**src/design/lcdrf_pkg.sv**
```systemverilog
// shared types and constants for the lcd rectangle fill sequencer
package lcdrf_pkg;

  // input beat function codes
  localparam logic FUNC_START = 1'b0;
  localparam logic FUNC_TICK  = 1'b1;

  // display controller command bytes
  localparam logic [7:0] CMD_COLUMN    = 8'h2A;
  localparam logic [7:0] CMD_ROW       = 8'h2B;
  localparam logic [7:0] CMD_RAM_WRITE = 8'h2C;

  // configuration register indexes
  localparam logic [1:0] REG_PANEL_WIDTH  = 2'd0;
  localparam logic [1:0] REG_PANEL_HEIGHT = 2'd1;

  // header step codes
  localparam logic [3:0] HDR_CMD_COL    = 4'd0;
  localparam logic [3:0] HDR_COL_START_H = 4'd1;
  localparam logic [3:0] HDR_COL_START_L = 4'd2;
  localparam logic [3:0] HDR_COL_END_H  = 4'd3;
  localparam logic [3:0] HDR_COL_END_L  = 4'd4;
  localparam logic [3:0] HDR_CMD_ROW    = 4'd5;
  localparam logic [3:0] HDR_ROW_START_H = 4'd6;
  localparam logic [3:0] HDR_ROW_START_L = 4'd7;
  localparam logic [3:0] HDR_ROW_END_H  = 4'd8;
  localparam logic [3:0] HDR_ROW_END_L  = 4'd9;
  localparam logic [3:0] HDR_CMD_RAMWR  = 4'd10;
  localparam logic [3:0] PIXEL_PHASE    = 4'd11;

  // clipped rectangle from a start beat
  typedef struct packed {
    logic        ok;
    logic [10:0] x;
    logic [10:0] y;
    logic [10:0] w;
    logic [10:0] h;
  } clip_t;

endpackage

```
**src/design/lcdrf_if.sv**
```systemverilog
// handshake channels for start/tick beats and output byte beats
interface lcdrf_in_if;
  logic        valid;
  logic        ready;
  logic        func;
  logic [15:0] rect_x;
  logic [15:0] rect_y;
  logic [15:0] rect_width;
  logic [15:0] rect_height;
  logic [15:0] fill_rgb;

  modport source (output valid, func, rect_x, rect_y, rect_width, rect_height, fill_rgb,
                  input ready);
  modport sink (input valid, func, rect_x, rect_y, rect_width, rect_height, fill_rgb,
                output ready);
endinterface

interface lcdrf_out_if;
  logic       valid;
  logic       ready;
  logic [7:0] out_byte;
  logic       is_data;
  logic       last;

  modport source (output valid, out_byte, is_data, last, input ready);
  modport sink (input valid, out_byte, is_data, last, output ready);
endinterface

```
**src/design/lcd_rect_fill_sequencer.sv**
```systemverilog
// lcd rectangle fill sequencer: start/tick beats in, command and pixel bytes out
// a tick beat's byte passes through the input register and then the output register
// throughput: one beat per cycle unless the output stalls; each tick while busy yields one output byte
// a start beat is absorbed in its processing cycle and never yields an output byte
// synchronous active-low reset clears the pipeline, the busy flag and the header step,
// and loads the panel size registers with 128 by 160
module lcd_rect_fill_sequencer #(
  parameter int unsigned MAX_SIDE = 1024
) (
  input  logic              clk,
  input  logic              rst_n,
  lcdrf_in_if.sink          in_ch,
  lcdrf_out_if.source       out_ch,
  input  logic              cfg_we,
  input  logic [1:0]        cfg_addr,
  input  logic [10:0]       cfg_wdata
);
  import lcdrf_pkg::*;

  // configuration registers
  logic [10:0] panel_width_r;
  logic [10:0] panel_height_r;

  // input register
  logic        s1_valid_r;
  logic        s1_func_r;
  logic [15:0] s1_x_r, s1_y_r, s1_w_r, s1_h_r, s1_rgb_r;

  // fill state
  logic        busy_r, busy_nxt;
  logic [3:0]  hdr_step_r, hdr_step_nxt;
  logic        low_half_r, low_half_nxt;
  logic [10:0] col_start_r, col_start_nxt;
  logic [10:0] col_end_r, col_end_nxt;
  logic [10:0] row_start_r, row_start_nxt;
  logic [10:0] row_end_r, row_end_nxt;
  logic [10:0] width_r, width_nxt;
  logic [10:0] cols_left_r, cols_left_nxt;
  logic [10:0] rows_left_r, rows_left_nxt;
  logic [15:0] color_r, color_nxt;

  // output register
  logic        out_valid_r, out_valid_nxt;
  logic [7:0]  out_byte_r, out_byte_nxt;
  logic        is_data_r, is_data_nxt;
  logic        last_r, last_nxt;

  logic        advance;
  logic        fire;
  clip_t       clip;
  logic [15:0] col_s16, col_e16, row_s16, row_e16;

  assign advance     = !out_valid_r || out_ch.ready;
  assign fire        = s1_valid_r && advance;
  assign in_ch.ready = !s1_valid_r || advance;

  assign out_ch.valid    = out_valid_r;
  assign out_ch.out_byte = out_byte_r;
  assign out_ch.is_data  = is_data_r;
  assign out_ch.last     = last_r;

  assign col_s16 = {5'd0, col_start_r};
  assign col_e16 = {5'd0, col_end_r};
  assign row_s16 = {5'd0, row_start_r};
  assign row_e16 = {5'd0, row_end_r};

  lcdrf_clip #(.MAX_SIDE(MAX_SIDE)) u_clip (
    .panel_width  (panel_width_r),
    .panel_height (panel_height_r),
    .rect_x       (s1_x_r),
    .rect_y       (s1_y_r),
    .rect_width   (s1_w_r),
    .rect_height  (s1_h_r),
    .clip         (clip)
  );

  // configuration writes
  always_ff @(posedge clk) begin
    if (!rst_n) begin
      panel_width_r  <= 11'd128;
      panel_height_r <= 11'd160;
    end else if (cfg_we) begin
      case (cfg_addr)
        REG_PANEL_WIDTH:  panel_width_r  <= cfg_wdata;
        REG_PANEL_HEIGHT: panel_height_r <= cfg_wdata;
        default: ;
      endcase
    end
  end

  // input register
  always_ff @(posedge clk) begin
    if (!rst_n) begin
      s1_valid_r <= 1'b0;
    end else if (in_ch.ready) begin
      s1_valid_r <= in_ch.valid;
    end
  end

  always_ff @(posedge clk) begin
    if (in_ch.valid && in_ch.ready) begin
      s1_func_r <= in_ch.func;
      s1_x_r    <= in_ch.rect_x;
      s1_y_r    <= in_ch.rect_y;
      s1_w_r    <= in_ch.rect_width;
      s1_h_r    <= in_ch.rect_height;
      s1_rgb_r  <= in_ch.fill_rgb;
    end
  end

  // beat processing: latch a start when idle and on the panel, or emit the next byte for a tick while busy
  always_comb begin
    busy_nxt      = busy_r;
    hdr_step_nxt  = hdr_step_r;
    low_half_nxt  = low_half_r;
    col_start_nxt = col_start_r;
    col_end_nxt   = col_end_r;
    row_start_nxt = row_start_r;
    row_end_nxt   = row_end_r;
    width_nxt     = width_r;
    cols_left_nxt = cols_left_r;
    rows_left_nxt = rows_left_r;
    color_nxt     = color_r;
    out_valid_nxt = out_valid_r && !out_ch.ready;
    out_byte_nxt  = out_byte_r;
    is_data_nxt   = is_data_r;
    last_nxt      = last_r;

    if (fire) begin
      if (s1_func_r == FUNC_START) begin
        if (!busy_r && clip.ok) begin
          col_start_nxt = clip.x;
          col_end_nxt   = clip.x + clip.w - 11'd1;
          row_start_nxt = clip.y;
          row_end_nxt   = clip.y + clip.h - 11'd1;
          width_nxt     = clip.w;
          cols_left_nxt = clip.w;
          rows_left_nxt = clip.h;
          color_nxt     = s1_rgb_r;
          low_half_nxt  = 1'b0;
          hdr_step_nxt  = HDR_CMD_COL;
          busy_nxt      = 1'b1;
        end
      end else if (busy_r) begin
        out_valid_nxt = 1'b1;
        last_nxt      = 1'b0;
        is_data_nxt   = 1'b1;
        if (hdr_step_r != PIXEL_PHASE) begin
          // header: window commands and bounds
          hdr_step_nxt = hdr_step_r + 4'd1;
          case (hdr_step_r)
            HDR_CMD_COL: begin
              out_byte_nxt = CMD_COLUMN;
              is_data_nxt  = 1'b0;
            end
            HDR_COL_START_H: out_byte_nxt = col_s16[15:8];
            HDR_COL_START_L: out_byte_nxt = col_s16[7:0];
            HDR_COL_END_H:   out_byte_nxt = col_e16[15:8];
            HDR_COL_END_L:   out_byte_nxt = col_e16[7:0];
            HDR_CMD_ROW: begin
              out_byte_nxt = CMD_ROW;
              is_data_nxt  = 1'b0;
            end
            HDR_ROW_START_H: out_byte_nxt = row_s16[15:8];
            HDR_ROW_START_L: out_byte_nxt = row_s16[7:0];
            HDR_ROW_END_H:   out_byte_nxt = row_e16[15:8];
            HDR_ROW_END_L:   out_byte_nxt = row_e16[7:0];
            default: begin
              out_byte_nxt = CMD_RAM_WRITE;
              is_data_nxt  = 1'b0;
            end
          endcase
        end else if (!low_half_r) begin
          // pixel high byte
          low_half_nxt = 1'b1;
          out_byte_nxt = color_r[15:8];
        end else begin
          // pixel low byte, step the column and row counters
          low_half_nxt = 1'b0;
          out_byte_nxt = color_r[7:0];
          if (cols_left_r == 11'd1) begin
            if (rows_left_r == 11'd1) begin
              busy_nxt     = 1'b0;
              hdr_step_nxt = HDR_CMD_COL;
              last_nxt     = 1'b1;
            end else begin
              rows_left_nxt = rows_left_r - 11'd1;
              cols_left_nxt = width_r;
            end
          end else begin
            cols_left_nxt = cols_left_r - 11'd1;
          end
        end
      end
    end
  end

  // control state
  always_ff @(posedge clk) begin
    if (!rst_n) begin
      busy_r      <= 1'b0;
      hdr_step_r  <= HDR_CMD_COL;
      low_half_r  <= 1'b0;
      out_valid_r <= 1'b0;
    end else begin
      busy_r      <= busy_nxt;
      hdr_step_r  <= hdr_step_nxt;
      low_half_r  <= low_half_nxt;
      out_valid_r <= out_valid_nxt;
    end
  end

  // payload state
  always_ff @(posedge clk) begin
    col_start_r <= col_start_nxt;
    col_end_r   <= col_end_nxt;
    row_start_r <= row_start_nxt;
    row_end_r   <= row_end_nxt;
    width_r     <= width_nxt;
    cols_left_r <= cols_left_nxt;
    rows_left_r <= rows_left_nxt;
    color_r     <= color_nxt;
    out_byte_r  <= out_byte_nxt;
    is_data_r   <= is_data_nxt;
    last_r      <= last_nxt;
  end

endmodule

```
**src/design/lcdrf_clip.sv**
```systemverilog
// rectangle rejection and clipping against the panel size
module lcdrf_clip #(
  parameter int unsigned MAX_SIDE = 1024
) (
  input  logic [10:0]          panel_width,
  input  logic [10:0]          panel_height,
  input  logic [15:0]          rect_x,
  input  logic [15:0]          rect_y,
  input  logic [15:0]          rect_width,
  input  logic [15:0]          rect_height,
  output lcdrf_pkg::clip_t     clip
);
  import lcdrf_pkg::*;

  logic [10:0] pw;
  logic [10:0] ph;
  logic [16:0] x_end;
  logic [16:0] y_end;

  // saturate panel size to the largest supported side
  assign pw = ({5'd0, panel_width} > 16'(MAX_SIDE)) ? 11'(MAX_SIDE) : panel_width;
  assign ph = ({5'd0, panel_height} > 16'(MAX_SIDE)) ? 11'(MAX_SIDE) : panel_height;

  assign x_end = {1'b0, rect_x} + {1'b0, rect_width};
  assign y_end = {1'b0, rect_y} + {1'b0, rect_height};

  // origin on panel and nonzero size, then trim to the panel edge
  always_comb begin
    clip.ok = (rect_x < {5'd0, pw}) && (rect_y < {5'd0, ph}) &&
              (rect_width != 16'd0) && (rect_height != 16'd0);
    clip.x  = rect_x[10:0];
    clip.y  = rect_y[10:0];
    clip.w  = (x_end > {6'd0, pw}) ? (pw - rect_x[10:0]) : rect_width[10:0];
    clip.h  = (y_end > {6'd0, ph}) ? (ph - rect_y[10:0]) : rect_height[10:0];
  end

endmodule

```
**src/flat_wrapper.sv**
```systemverilog
// flat-port wrapper written by rule: the top's interface ports become plain ports
module lcd_rect_fill_sequencer_flat import lcdrf_pkg::*;
#(
  parameter int unsigned MAX_SIDE = 1024
)
  (clk, rst_n, cfg_we, cfg_addr, cfg_wdata, in_ch_valid, in_ch_func, in_ch_rect_x, in_ch_rect_y, in_ch_rect_width, in_ch_rect_height, in_ch_fill_rgb, in_ch_ready, out_ch_valid, out_ch_out_byte, out_ch_is_data, out_ch_last, out_ch_ready);
  lcdrf_in_if in_ch_i ();
  lcdrf_out_if out_ch_i ();
  input  logic clk;
  input  logic rst_n;
  input  logic cfg_we;
  input  logic [1:0] cfg_addr;
  input  logic [10:0] cfg_wdata;
  input wire logic [$bits(in_ch_i.valid)-1:0] in_ch_valid;
  input wire logic [$bits(in_ch_i.func)-1:0] in_ch_func;
  input wire logic [$bits(in_ch_i.rect_x)-1:0] in_ch_rect_x;
  input wire logic [$bits(in_ch_i.rect_y)-1:0] in_ch_rect_y;
  input wire logic [$bits(in_ch_i.rect_width)-1:0] in_ch_rect_width;
  input wire logic [$bits(in_ch_i.rect_height)-1:0] in_ch_rect_height;
  input wire logic [$bits(in_ch_i.fill_rgb)-1:0] in_ch_fill_rgb;
  output wire logic [$bits(in_ch_i.ready)-1:0] in_ch_ready;
  output wire logic [$bits(out_ch_i.valid)-1:0] out_ch_valid;
  output wire logic [$bits(out_ch_i.out_byte)-1:0] out_ch_out_byte;
  output wire logic [$bits(out_ch_i.is_data)-1:0] out_ch_is_data;
  output wire logic [$bits(out_ch_i.last)-1:0] out_ch_last;
  input wire logic [$bits(out_ch_i.ready)-1:0] out_ch_ready;
  assign in_ch_i.valid = in_ch_valid;
  assign in_ch_i.func = in_ch_func;
  assign in_ch_i.rect_x = in_ch_rect_x;
  assign in_ch_i.rect_y = in_ch_rect_y;
  assign in_ch_i.rect_width = in_ch_rect_width;
  assign in_ch_i.rect_height = in_ch_rect_height;
  assign in_ch_i.fill_rgb = in_ch_fill_rgb;
  assign in_ch_ready = in_ch_i.ready;
  assign out_ch_valid = out_ch_i.valid;
  assign out_ch_out_byte = out_ch_i.out_byte;
  assign out_ch_is_data = out_ch_i.is_data;
  assign out_ch_last = out_ch_i.last;
  assign out_ch_i.ready = out_ch_ready;
  lcd_rect_fill_sequencer #(.MAX_SIDE(MAX_SIDE)) u_core (.clk(clk), .rst_n(rst_n), .in_ch(in_ch_i), .out_ch(out_ch_i), .cfg_we(cfg_we), .cfg_addr(cfg_addr), .cfg_wdata(cfg_wdata));
endmodule
```
**config.mk**
```make
export PLATFORM = sky130hd
export DESIGN_NAME = lcd_rect_fill_sequencer_flat
export DESIGN_NICKNAME = d
export VERILOG_FILES = /design/src/design/lcdrf_pkg.sv /design/src/design/lcdrf_if.sv /design/src/design/lcd_rect_fill_sequencer.sv /design/src/design/lcdrf_clip.sv /design/src/flat_wrapper.sv
export SDC_FILE = /design/constraint.sdc
export NUM_CORES = 1
export LEC_CHECK = 0
export BUFFER_PORTS_ARGS = -buffer_cell sky130_fd_sc_hd__buf_2
export CORE_UTILIZATION = 48
export CTS_CLUSTER_DIAMETER = 40
export DETAILED_ROUTE_END_ITERATION = 8
export PLACE_DENSITY_LB_ADDON = 0.08
export SLEW_MARGIN = 20
export SYNTH_ARGS = -nofsm -noshare
export SYNTH_HDL_FRONTEND = slang
export SYNTH_SLANG_ARGS = --single-unit
export TNS_END_PERCENT = 20
```
**constraint.sdc**
```tcl
create_clock -name clk -period 14.4 [get_ports clk]
set_input_delay 1.44 -clock clk [delete_from_list [all_inputs] [get_ports clk]]
set_output_delay 1.44 -clock clk [all_outputs]
set_load 0.1 [all_outputs]
```
==> flow_summary.yaml <==
sta:
  clock.fmax_mhz: 151
  period_minus_slack_ns: 6.62
  slew_headroom_pct: 29.9
  worst_slew_pin_slew_ns: 1.04
  timing.final.setup_violations: 0
  rsz0062_at_grt: "false"
  finalHoldViolCount: 0
  setup_tns_ns: 0
  slew_viol_final: 0
  finClkSkew_ns: 0.0156
  period_share_pct: 46.0
route:
  wirelength_um: 31900
  ant_nets: 0
  drt_first_pass_iters: 6
  via_per_inst: 5.51
  vias: 9456
  first_iter_violations: 592
  route.detailed.drc: 0
  wl_per_cell_um: 18.6
clock_network:
  clkSinkCount: 214
  clk_pin_slew_ns: 0.05
  cts-root-buf: "clkbuf_16"
  clockBufferDepth: 3
  holdBufCountCts: 0
  postCtsSetupBuffers: 0
  cts-buffers-inserted: 36
  cts_tree: "done"
  postCtsResizedCells: 0
  clk_latency_ns: 0.51
  h-tree-depth: 2
critical_path:
  cp.required_ns: 14.63
  worst_setup_path_start_kind: "flop"
  cp.arrival_ns: 6.85
  critPathMaxFanout: 11
  rrSetupSlack_ns: 7.78
  timing.rr.start: "u_core.s1_x_r[1]"
  worst_setup_path_end_kind: "flop"
  setup.worst_path.class: "reg -> reg"
  worst-r2r-cell-count: 28
  cpPeakStageDelay_ns: 0.49
  critPathSlowestCell: "edfxtp_1"
  r2r_end: "u_core.col_end_r[10]"
  cp_common_cell: "ha_1"
placed_design:
  place_area_sq_um: 14000
  dp_hpwl_um: 24400
  port_buffers: 110
  finalWeightedCongestion: 0.874
worst_hold_path:
  hold_path_end: "u_core.color_r[8]"
  hold_path.class: "reg -> reg"
  min_from: "u_core.s1_rgb_r[8]"
  hold_depth: 0
yosys:
  synth-edff-count: 184
  ys_warn_count: 0
  synth_common_cells: "edfxtp_1, ha_1, inv_1"
  syn_inst: 1229
  synth_seq_cells: 214
  postSynthAreaPerCell_sq_um: 10.6
  syn_nets: 1476
  synth_cell_types: 74
  synth_area_leaders: "edfxtp_1, ha_1, dfxtp_1"
  syn_area_sq_um: 13100
  synth_ff_type: "edfxtp_1"
  yosysTopAreaCellShare_pct: 42.2
  synth-seq-area-share_pct: 46.8
  synth_most_common_cell: "edfxtp_1"
  async_flop_share_pct: 0
  yosysTopAreaCell: "edfxtp_1"
power_and_ir_drop:
  irDropWorstVdd_mv: 0.0973
  leakagePower_uw: 0.00633
  p_switching_uw: 574
  power_density_nw_per_um2: 135
  p_clk_share_pct: 42.1
  seq_power_share_pct: 36.1
  intPower_uw: 1480
  comb_power_share_pct: 21.8
  swShare_pct: 28.0
finish:
  fill_cells: 2364
  stdcell_area_sq_um: 15200
  multi_input_area_sq_um: 6360
  nets: 1597
  final_util_pct: 56.6
  syn_to_final_growth_pct: 16.3
  diodes: 0
  drive_above_1_share_pct: 14.3
  seq_area_sq_um: 6130
floorplanning:
  top_level_ports: 111
  die_width_um: 167
  start_util_pct: 48.7
  core.rowCount: 60
  dieHeight_um: 167
  core_sq_um: 26900
  die_area_sq_um: 27900
grt:
  overflow: 0
  grt_max_degree: 52
  grt_pass1_wl_um: 49400
  antenna_found_initial: 0
  grt_pass1_vias: 9134
  globalRouteTotalUtil_pct: 23.0
status:
  status: "finished, final reports clean"
flow_run:
  maxCapViolCount: 0
worst max-delay path: cells and delay by family (launching register included):
family,cells,cell delay (ns)
AO/OA/AOI/OAI,13,2.69
adder cells (fa/ha/maj),4,1.14
AND/OR/NAND/NOR,5,0.91
flip-flops,1,0.49
buffers and inverters,2,0.40
XOR/XNOR,3,0.37
multiplexers,1,0.34
placed cells by master (no fill, tap or decap), types with 6 or more instances in the layout:
master,n
fa_1,6
a21o_1,25
a21oi_1,75
nand4_1,9
clkbuf_16,37
dfxtp_1,30
nor3_1,26
o21a_1,9
o31ai_1,6
o211ai_1,9
xor2_1,17
inv_6,6
a31oi_1,10
mux2i_1,56
nand3_1,25
buf_4,8
nor2_1,71
nor3b_1,6
a31o_2,6
nor4_1,10
edfxtp_1,184
inv_1,124
o21ai_0,58
ha_1,142
o21bai_1,12
nor2b_1,13
xnor2_1,53
buf_2,110
a211oi_1,11
o22ai_1,7
nand2_1,108
power groups by stage:
stage	logic, uW	registers [uW]	clock network, uW
floorplan	340	741	0
CTS	449	741	881
detailed placement	446	753	0
global placement	441	753	0
global route	507	743	905
finish	448	741	866
routing by layer:
metal	vias up	global-route usage (%)	share of wire, %
met4	0	7.57	2.4
li1	4739	-	-
met3	54	3.75	5.3
met1	4408	33.4	49
met2	255	34.9	43
met5	-	0	0
stage by stage:
stage          hold WS, ns  total power (uW)  instances  worst slack [ns]
2_1_floorplan        0.400              1080       1229              8.49
3_3_place_gp         0.403              1190       1653              8.12
3_5_place_dp         0.405              1200       1653              7.91
4_1_cts              0.415              2070       1717              7.87
5_1_grt              0.418              2150       1717              7.32
6_report             0.414              2050       1717              7.78
cell families after synthesis:
kind of cell / share of synthesized area (%)
AND/OR/NAND/NOR: 11.5
AO/OA/AOI/OAI: 13.4
flip-flops: 46.8
buffers and inverters: 4.72
adder cells (fa/ha/maj): 14.5
XOR/XNOR: 4.69
multiplexers: 4.37
how the worst max path moves through the flow:
stage          cells after the start  slack [ns]                startpoint                   end
2_1_floorplan                     12        8.49  u_core.panel_width_r[10]   u_core.col_end_r[0]
3_3_place_gp                      28        8.12          u_core.s1_x_r[1]  u_core.col_end_r[10]
3_5_place_dp                      28        7.91          u_core.s1_x_r[1]  u_core.col_end_r[10]
4_1_cts                           28        7.87          u_core.s1_x_r[1]  u_core.col_end_r[10]
5_1_grt                           28        7.32          u_core.s1_x_r[1]  u_core.col_end_r[10]
6_report                          28        7.78          u_core.s1_x_r[1]  u_core.col_end_r[10]
final cells by class:
class | instances | area share [%]
repair buffers | 118 | 4.01
multi-input cells | 855 | 41.8
clock buffers | 45 | 6.48
clock inverters | 19 | 1.59
well taps | 341 | 2.80
inverters | 125 | 3.08
flip-flops and latches | 214 | 40.3
state kept, by name, summed over array words and instances (netlist names), 16 cells and up:
register,cells
u_core.s1_h_r,16
u_core.color_r,16
u_core.s1_y_r,16
u_core.s1_w_r,16
u_core.s1_x_r,16
u_core.s1_rgb_r,16
Power figures use the tool's default switching activity.
